### config.mk
export PLATFORM = sky130hd
export DESIGN_NAME = kmcp_ctrl
export DESIGN_NICKNAME = d
export VERILOG_FILES = /design/src/rtl/kmcp_pkg.sv /design/src/rtl/kmcp_ctrl.sv
export SDC_FILE = /design/constraint.sdc
export NUM_CORES = 1
export LEC_CHECK = 0
export BUFFER_PORTS_ARGS = -buffer_cell sky130_fd_sc_hd__clkbuf_2
export CAP_MARGIN = 20
export CORE_MARGIN = 5
export CORE_UTILIZATION = 30
export CTS_CLUSTER_DIAMETER = 50
export DETAILED_ROUTE_END_ITERATION = 6
export GPL_TIMING_DRIVEN = 1
export PLACE_DENSITY_LB_ADDON = 0.15
export SYNTH_ARGS = -nofsm -noshare
export SYNTH_HDL_FRONTEND = slang
export SYNTH_SLANG_ARGS = --single-unit
### constraint.sdc
create_clock -name clk -period 4.68 [get_ports clk]
set_input_delay 0.468 -clock clk [delete_from_list [all_inputs] [get_ports clk]]
set_output_delay 0.468 -clock clk [all_outputs]
set_load 0.02 [all_outputs]
### src/rtl/kmcp_pkg.sv
// Shared types and constants for the weighted k-means colour palette block.
package kmcp_pkg;

  localparam int MAX_POINTS   = 1024;
  localparam int MAX_CLUSTERS = 32;
  localparam int MIN_CLUSTERS = 14;
  localparam int FRAC_BITS    = 8;

  localparam int PT_AW  = $clog2(MAX_POINTS);
  localparam int CNT_W  = PT_AW + 1;
  localparam int CL_W   = $clog2(MAX_CLUSTERS);
  localparam int K_W    = CL_W + 1;
  localparam int ASG_W  = K_W;
  localparam int CH_W   = 8;
  localparam int COL_W  = 3 * CH_W;
  localparam int CTR_W  = CH_W + FRAC_BITS;
  localparam int CWD_W  = 3 * CTR_W;
  localparam int W_W    = 20;
  localparam int PIX_W  = W_W + PT_AW;
  localparam int ACC_W  = CH_W + W_W + PT_AW;
  localparam int DIST_W = 2 * CTR_W + 4;
  localparam int PK_W   = CNT_W + K_W;
  localparam int TGT_W  = 6;
  localparam int PASS_W = 16;
  localparam int OCI_W  = 5;
  localparam int MEMB_W = 11;
  localparam int OPIX_W = 30;

  localparam int CFG_IDX_W  = 2;
  localparam int CFG_DATA_W = 16;

  localparam logic [CFG_IDX_W-1:0] CFG_CLUSTER_TARGET  = 2'd0;
  localparam logic [CFG_IDX_W-1:0] CFG_ITERATION_LIMIT = 2'd1;

  localparam logic [TGT_W-1:0]  TARGET_RESET = 6'd14;
  localparam logic [PASS_W-1:0] LIMIT_RESET  = 16'd20;

  // assignment code for a colour that belongs to no cluster yet
  localparam logic [ASG_W-1:0] ASG_NONE = {ASG_W{1'b1}};

  typedef struct packed {
    logic [CH_W-1:0] red;
    logic [CH_W-1:0] green;
    logic [CH_W-1:0] blue;
    logic [W_W-1:0]  pixel_weight;
    logic            last_point;
  } in_item_t;

  typedef struct packed {
    logic [OCI_W-1:0]  cluster_index;
    logic [CH_W-1:0]   center_red;
    logic [CH_W-1:0]   center_green;
    logic [CH_W-1:0]   center_blue;
    logic [MEMB_W-1:0] member_points;
    logic [OPIX_W-1:0] member_pixels;
    logic              last_cluster;
  } out_item_t;

  typedef struct packed {
    logic load;
    logic clear_run;
    logic prep;
    logic init_step;
    logic pass_start;
    logic dist_step;
    logic dist_cmp;
    logic asn_write;
    logic gth_start;
    logic gth_step;
    logic div_start;
    logic div_take;
    logic ctr_write;
    logic clus_first;
    logic clus_next;
    logic pass_end;
    logic out_load;
  } cmd_t;

  typedef struct packed {
    logic p_last;
    logic ci_last;
    logic comp_last;
    logic pass_done;
    logic moved;
    logic pix_zero;
    logic div_done;
  } stat_t;

endpackage

### src/rtl/kmcp_ctrl.sv
// Sequencer: loading, start-up sweep, assignment and update passes, result output.
module kmcp_ctrl (
  input  logic            clk,
  input  logic            rst_n,
  input  logic            in_valid,
  input  logic            in_last,
  input  logic            out_ready,
  input  kmcp_pkg::stat_t stat,
  output kmcp_pkg::cmd_t  cmd,
  output logic            in_ready,
  output logic            out_valid
);
  import kmcp_pkg::*;

  typedef enum logic [17:0] {
    S_LOAD      = 18'b000000000000000001,
    S_PREP      = 18'b000000000000000010,
    S_INIT_WAIT = 18'b000000000000000100,
    S_INIT_STEP = 18'b000000000000001000,
    S_PASS_CHK  = 18'b000000000000010000,
    S_ASN_WAIT  = 18'b000000000000100000,
    S_ASN_DIST  = 18'b000000000001000000,
    S_ASN_CMP   = 18'b000000000010000000,
    S_ASN_WR    = 18'b000000000100000000,
    S_GTH_WAIT  = 18'b000000001000000000,
    S_GTH_ACC   = 18'b000000010000000000,
    S_GTH_END   = 18'b000000100000000000,
    S_DIV_GO    = 18'b000001000000000000,
    S_DIV_WAIT  = 18'b000010000000000000,
    S_CTR_WR    = 18'b000100000000000000,
    S_NEXT_CLUS = 18'b001000000000000000,
    S_PASS_END  = 18'b010000000000000000,
    S_EMIT      = 18'b100000000000000000
  } state_t;

  state_t state_r, state_nxt;
  logic   final_r, final_nxt;

  always_comb begin
    state_nxt = state_r;
    final_nxt = final_r;
    cmd       = '0;
    in_ready  = 1'b0;
    out_valid = 1'b0;
    unique case (state_r)
      S_LOAD: begin
        in_ready = 1'b1;
        if (in_valid) begin
          cmd.load = 1'b1;
          if (in_last) state_nxt = S_PREP;
        end
      end
      S_PREP: begin
        cmd.prep  = 1'b1;
        state_nxt = S_INIT_WAIT;
      end
      S_INIT_WAIT: state_nxt = S_INIT_STEP;
      S_INIT_STEP: begin
        cmd.init_step = 1'b1;
        state_nxt     = stat.p_last ? S_PASS_CHK : S_INIT_WAIT;
      end
      S_PASS_CHK: begin
        if (stat.pass_done) begin
          cmd.clus_first = 1'b1;
          cmd.gth_start  = 1'b1;
          final_nxt      = 1'b1;
          state_nxt      = S_GTH_WAIT;
        end else begin
          cmd.pass_start = 1'b1;
          state_nxt      = S_ASN_WAIT;
        end
      end
      S_ASN_WAIT: state_nxt = S_ASN_DIST;
      S_ASN_DIST: begin
        cmd.dist_step = 1'b1;
        if (stat.comp_last) state_nxt = S_ASN_CMP;
      end
      S_ASN_CMP: begin
        cmd.dist_cmp = 1'b1;
        state_nxt    = stat.ci_last ? S_ASN_WR : S_ASN_WAIT;
      end
      S_ASN_WR: begin
        cmd.asn_write = 1'b1;
        if (stat.p_last) begin
          cmd.clus_first = 1'b1;
          cmd.gth_start  = 1'b1;
          state_nxt      = S_GTH_WAIT;
        end else begin
          state_nxt = S_ASN_WAIT;
        end
      end
      S_GTH_WAIT: state_nxt = S_GTH_ACC;
      S_GTH_ACC: begin
        cmd.gth_step = 1'b1;
        state_nxt    = stat.p_last ? S_GTH_END : S_GTH_WAIT;
      end
      S_GTH_END: begin
        if (final_r) begin
          cmd.out_load = 1'b1;
          state_nxt    = S_EMIT;
        end else if (stat.pix_zero) begin
          state_nxt = S_NEXT_CLUS;
        end else begin
          state_nxt = S_DIV_GO;
        end
      end
      S_DIV_GO: begin
        cmd.div_start = 1'b1;
        state_nxt     = S_DIV_WAIT;
      end
      S_DIV_WAIT: begin
        if (stat.div_done) begin
          cmd.div_take = 1'b1;
          state_nxt    = stat.comp_last ? S_CTR_WR : S_DIV_GO;
        end
      end
      S_CTR_WR: begin
        cmd.ctr_write = 1'b1;
        state_nxt     = S_NEXT_CLUS;
      end
      S_NEXT_CLUS: begin
        if (stat.ci_last) begin
          state_nxt = S_PASS_END;
        end else begin
          cmd.clus_next = 1'b1;
          cmd.gth_start = 1'b1;
          state_nxt     = S_GTH_WAIT;
        end
      end
      S_PASS_END: begin
        cmd.pass_end = 1'b1;
        if (stat.moved) begin
          state_nxt = S_PASS_CHK;
        end else begin
          // converged: report from the current assignment
          cmd.clus_first = 1'b1;
          cmd.gth_start  = 1'b1;
          final_nxt      = 1'b1;
          state_nxt      = S_GTH_WAIT;
        end
      end
      S_EMIT: begin
        out_valid = 1'b1;
        if (out_ready) begin
          if (stat.ci_last) begin
            cmd.clear_run = 1'b1;
            final_nxt     = 1'b0;
            state_nxt     = S_LOAD;
          end else begin
            cmd.clus_next = 1'b1;
            cmd.gth_start = 1'b1;
            state_nxt     = S_GTH_WAIT;
          end
        end
      end
      default: state_nxt = S_LOAD;
    endcase
  end

  always_ff @(posedge clk) begin
    if (!rst_n) begin
      state_r <= S_LOAD;
      final_r <= 1'b0;
    end else begin
      state_r <= state_nxt;
      final_r <= final_nxt;
    end
  end

endmodule

# Word-level counts from Yosys, hierarchy flattened
# Index checks and enable logic that the tools add are counted.
dict set report word_totals {
  mem_count 0
  in_bits 12
  out_inout_bits 19
  rom_bits 0
  regBits 19
  elab_cells 83
  ramBits 0
  latch_bits 0
}
dict set report classes {
  shifts 0
  addsub 0
  div_mod_pow 0
  n_reduce_logical 3
  muxes 52
  magnitude_cmp 0
  n_mul 0
  bitwise_logic 0
  n_eq_ne 26
}
# cell count
set ops {}
lappend ops {{18-bit one-hot mux with 18 select lines} 1}
lappend ops {{18-bit 2-to-1 mux} 6}
lappend ops {{10-bit 2-to-1 mux} 4}
lappend ops {{1-bit 2-to-1 mux} 31}
lappend ops {{18-bit by 1-bit == test with 1-bit output, second input constant} 1}
lappend ops {{18-bit by 10-bit == test with 1-bit output, second input constant} 1}
lappend ops {{18-bit by 11-bit == test with 1-bit output, second input constant} 1}
lappend ops {{18-bit by 12-bit == test with 1-bit output, second input constant} 1}
lappend ops {{18-bit by 13-bit == test with 1-bit output, second input constant} 1}
lappend ops {{18-bit by 14-bit == test with 1-bit output, second input constant} 1}
lappend ops {{18-bit by 15-bit == test with 1-bit output, second input constant} 1}
lappend ops {{18-bit by 16-bit == test with 1-bit output, second input constant} 1}
lappend ops {{18-bit by 17-bit == test with 1-bit output, second input constant} 1}
lappend ops {{18-bit == test, second input constant} 1}
lappend ops {{18-bit by 2-bit == test with 1-bit output, second input constant} 1}
lappend ops {{18-bit by 3-bit == test with 1-bit output, second input constant} 1}
lappend ops {{18-bit by 4-bit == test with 1-bit output, second input constant} 1}
lappend ops {{18-bit by 5-bit == test with 1-bit output, second input constant} 1}
lappend ops {{18-bit by 6-bit == test with 1-bit output, second input constant} 1}
lappend ops {{18-bit by 7-bit == test with 1-bit output, second input constant} 1}
lappend ops {{18-bit by 8-bit == test with 1-bit output, second input constant} 1}
lappend ops {{18-bit by 9-bit == test with 1-bit output, second input constant} 1}
lappend ops {{17-bit 2-to-1 mux} 1}
lappend ops {{16-bit 2-to-1 mux} 1}
lappend ops {{other kinds (10)} 19}

# Longest topological paths before layout
dict set report depth {
  depth_word 3
  depth_mapped 7
}

# Worst setup path after synthesis
# OpenSTA, ideal clock, no wires.
dict set report synth_path {
  path_type {register to output}
  from {reg state_r[4]}
  to {out cmd[8] (netlist name)}
  arrival_time_ns 1.861
  path_stages_with_launch 6
  n_path_buf 0
  slack_ns 2.351
  cell_sequence {dfxtp_1 -> nor4_4 -> nand4_2 -> or4_4 -> o211a_4 -> nand2b_1}
}
# element line_no
set synth_lines {}
lappend synth_lines {{start, declared} kmcp_ctrl.sv:36} ;# state_t state_r, state_nxt;
lappend synth_lines {{start signal, assigned} kmcp_ctrl.sv:165} ;# state_r <= state_nxt;
lappend synth_lines {{end, declared} kmcp_ctrl.sv:9} ;# output kmcp_pkg::cmd_t cmd,

==> run_results.csv <==
group,metric,value,unit
die,initial_core_util,0.304,
cells_and_area,n_antenna_cell,0,
cells_and_area,drive_gt1_frac,0.269,
place,dp_hpwl,3180,µm
clock_network,htreeDepth,1,
global_routing,gr-total-overflow,0,
timing,min_period,2.83,ns
global_routing,antenna_found_initial,0,
logic_synthesis,synth_area_per_cell,8.43,µm²
global_routing,grt_pass1_vias,1264,
die,coreArea,0.00426,mm²
global_routing,grt_usage,0.150,
timing,setup_violations,0,
clock_network,numCtsBuffers,3,
timing,slew_viol_final,0,
worst_setup_path,r2r-start,"state_r[17]",
die,die_area,0.00574,mm²
worst_setup_path,start_kind,"flop",
timing,rsz0062_at_grt,"false",
worst_setup_path,r2r-end,"state_r[12]",
timing,layout_setup_ws,1.85,ns
timing,final-hold-violation-count,0,
clock_network,cts.sinks,19,
logic_synthesis,synth-async-reset-ratio,0,
worst_hold_path,worst_hold_path.num_cells,3,
detailed_routing,routedWlPerCell,16.7,µm
timing,timing.fmax,353,MHz
worst_setup_path,cp_slowest_stage_delay,0.55,ns
logic_synthesis,ys_seq_area_frac,0.293,
run_status,outcome,"finished, final reports clean",
power,p_leak,0.694,nW
detailed_routing,drt_iter0_drc,63,
detailed_routing,vias,1292,
worst_setup_path,crit_chain,"nor4_4 > nand4_2 > or4_4 > o211a_4 > nand2b_1 > clkbuf_2",
cells_and_area,design_area,0.00154,mm²
place,place_area,0.00150,mm²
worst_setup_path,reg2reg_depth,5,
die,fp.dieW,75.8,µm
die,io_pins,31,
worst_setup_path,path_max_fanout,7,
place,gp_congestion,0.800,
worst_setup_path,critPathRequiredTime,4.21,ns
cells_and_area,fillers,468,
logic_synthesis,synth_cell_type_count,49,
logic_synthesis,syn-cell-area,0.00130,mm²
worst_hold_path,min-delay-start,"stat[4]",
global_routing,grt_max_degree,12,
place,port_buffers,30,
worst_setup_path,ff2ff_setup_slack,2.24,ns
cells_and_area,syn_to_final_growth,18.9,%
die,fp-row-count,24,
worst_setup_path,worst_path_max_delay_cell,"or4_4",
place,dp_slack,2.15,ns
worst_setup_path,worstSetupPathType,"flop to primary output",
timing,finClkSkew,0.00259,ns
worst_setup_path,critPathTopFamily,"simple AND/OR/NAND/NOR gates",
clock_network,cts.reportedPaths.clkPinSlew,0.07,ns
worst_setup_path,cp.arrival,2.36,ns
worst_setup_path,crit_start,"state_r[4]",
cells_and_area,seqCellArea,380,µm²
die,die_h,75.8,µm
logic_synthesis,synth-edff-count,0,
logic_synthesis,ys.flop_type,"dfxtp_1",
job,maxCapViolCount,0,
clock_network,hold_buffers,0,
clock_network,root_buffer,"clkbuf_8",
worst_hold_path,hold-path-endpoint,"state_r[14]",
detailed_routing,vias_per_cell,5.43,
timing,tightest_slew,0.652,ns
clock_network,cts.path.max_buffers,2,
detailed_routing,dr.pass1.iters,5,
global_routing,grt_pass1_wl,6310,µm
power,ir_drop,0.0742,mV
logic_synthesis,ys_ff_latch,19,
detailed_routing,wirelength,3970,µm
logic_synthesis,synth_cells,154,
worst_setup_path,critPathCaptureType,"primary output",
logic_synthesis,synth_nets,166,
power,powerDensity,248,mW/mm²
timing,period_share,0.605,
clock_network,insertion_delay,0.26,ns
timing,tns,0,ns
worst_hold_path,hp-class,"primary input to flop",
cells_and_area,multi_input_area,853,µm²
clock_network,cts_resized,0,
logic_synthesis,yosysWarnings,0,
timing,relSlewSlack,0.559,
worst_setup_path,crit_buf_inv,1,
detailed_routing,drc_errors,0,
clock_network,postCtsSetupBuffers,0,
cells_and_area,fin_nets,199,
clock_network,cts_tree,"done",
detailed_routing,ant_nets,0,
cell families after synthesis:
group / synth area share
and+or+nand+nor: 0.464
DFF: 0.293
xor gates and xnor gates: 0.0270
AOI/OAI and AO/OA: 0.167
buffers and inverters: 0.0492
state kept, by name (all words and copies together), names as in the netlist:
name,cells
final_r,1
state_r,18
tightest hold or removal path, delay by kind of cell:
family                 cells  cell delay, ns
and+or+nand+nor            1            0.04
buffers and inverters      2            0.17
layout by cell type, fill, tap and decap left out, types with 2 or more instances in the layout:
master,synthesis,routed
o21ai_0,2,2
inv_1,13,13
nor4b_1,6,6
nor4_4,3,3
and3_1,4,4
or2_2,2,2
xor2_1,3,3
a211o_1,2,2
a21oi_1,3,3
nand2_1,8,8
nand2b_1,5,5
or4_4,4,4
clkbuf_2,0,30
nor2_1,20,20
nand4b_1,3,3
nand3_1,4,4
nor3_1,4,4
nor4_1,4,4
nor2b_1,3,3
or3_1,4,4
clkbuf_8,0,3
nand4_1,6,6
dfxtp_1,19,19
and2_1,2,2
a21boi_0,2,2
a211oi_1,3,3
metal layers:
| metal | wire length [µm] | global-route usage |
|---|---|---|
| met2 | 1890 | 0.247 |
| met4 | 83 | 0.0641 |
| met1 | 1760 | 0.192 |
| met3 | 239 | 0.0251 |
| met5 | 0 | 0 |
synthesized netlist by cell type (all sizes together), types with 2 or more instances:
master / n / area (µm²)
a211o: 2 / 17.5
a211oi: 3 / 22.5
a21boi: 2 / 15.0
a21oi: 4 / 31.3
and2: 2 / 12.5
and3: 4 / 25.0
dfxtp: 19 / 380
inv: 13 / 48.8
nand2: 8 / 30.0
nand2b: 5 / 31.3
nand3: 4 / 20.0
nand4: 7 / 50.1
nand4b: 3 / 26.3
nor2: 20 / 75.1
nor2b: 3 / 18.8
nor3: 4 / 20.0
nor3b: 2 / 20.0
nor4: 8 / 101
nor4b: 6 / 52.6
o211a: 2 / 27.5
o21ai: 2 / 10.0
o21ba: 2 / 20.0
or2: 2 / 12.5
or3: 4 / 25.0
or4: 4 / 45.0
xor2: 3 / 26.3
report_power, final:
| part | switching, mW | leakage, nW | internal (mW) |
|---|---|---|---|
| logic | 0.0589 | 0.518 | 0.0373 |
| registers | 0.00523 | 0.153 | 0.166 |
| clock network | 0.0555 | 0.0228 | 0.0606 |
cell type report:
class,instances,area share
inverters,13,0.0316
flip-flops and latches,19,0.247
clock buffers,4,0.0292
repair buffers,30,0.0973
multi-input cells,120,0.553
well taps,52,0.0422
worst max-delay path by stage:
stage,endpoint,slack (ns),cells after the start
final,cmd[8],1.85,6
after global routing,cmd[8],1.72,6
after CTS,cmd[8],1.86,6
after detailed placement,cmd[8],2.15,6
after global placement,cmd[8],2.19,6
after floorplan,cmd[8],2.35,5
stage by stage:
step	total power, mW	hold slack (ns)	util	instances
after detailed placement	0.270	0.538	0.351	234
final	0.383	0.464	0.362	238
after CTS	0.387	0.462	0.362	238
after floorplan	0.243	0.490	-	154
after global placement	0.268	0.523	0.351	234
after global routing	0.406	0.469	0.362	238
(Power assumes the default switching activity.)
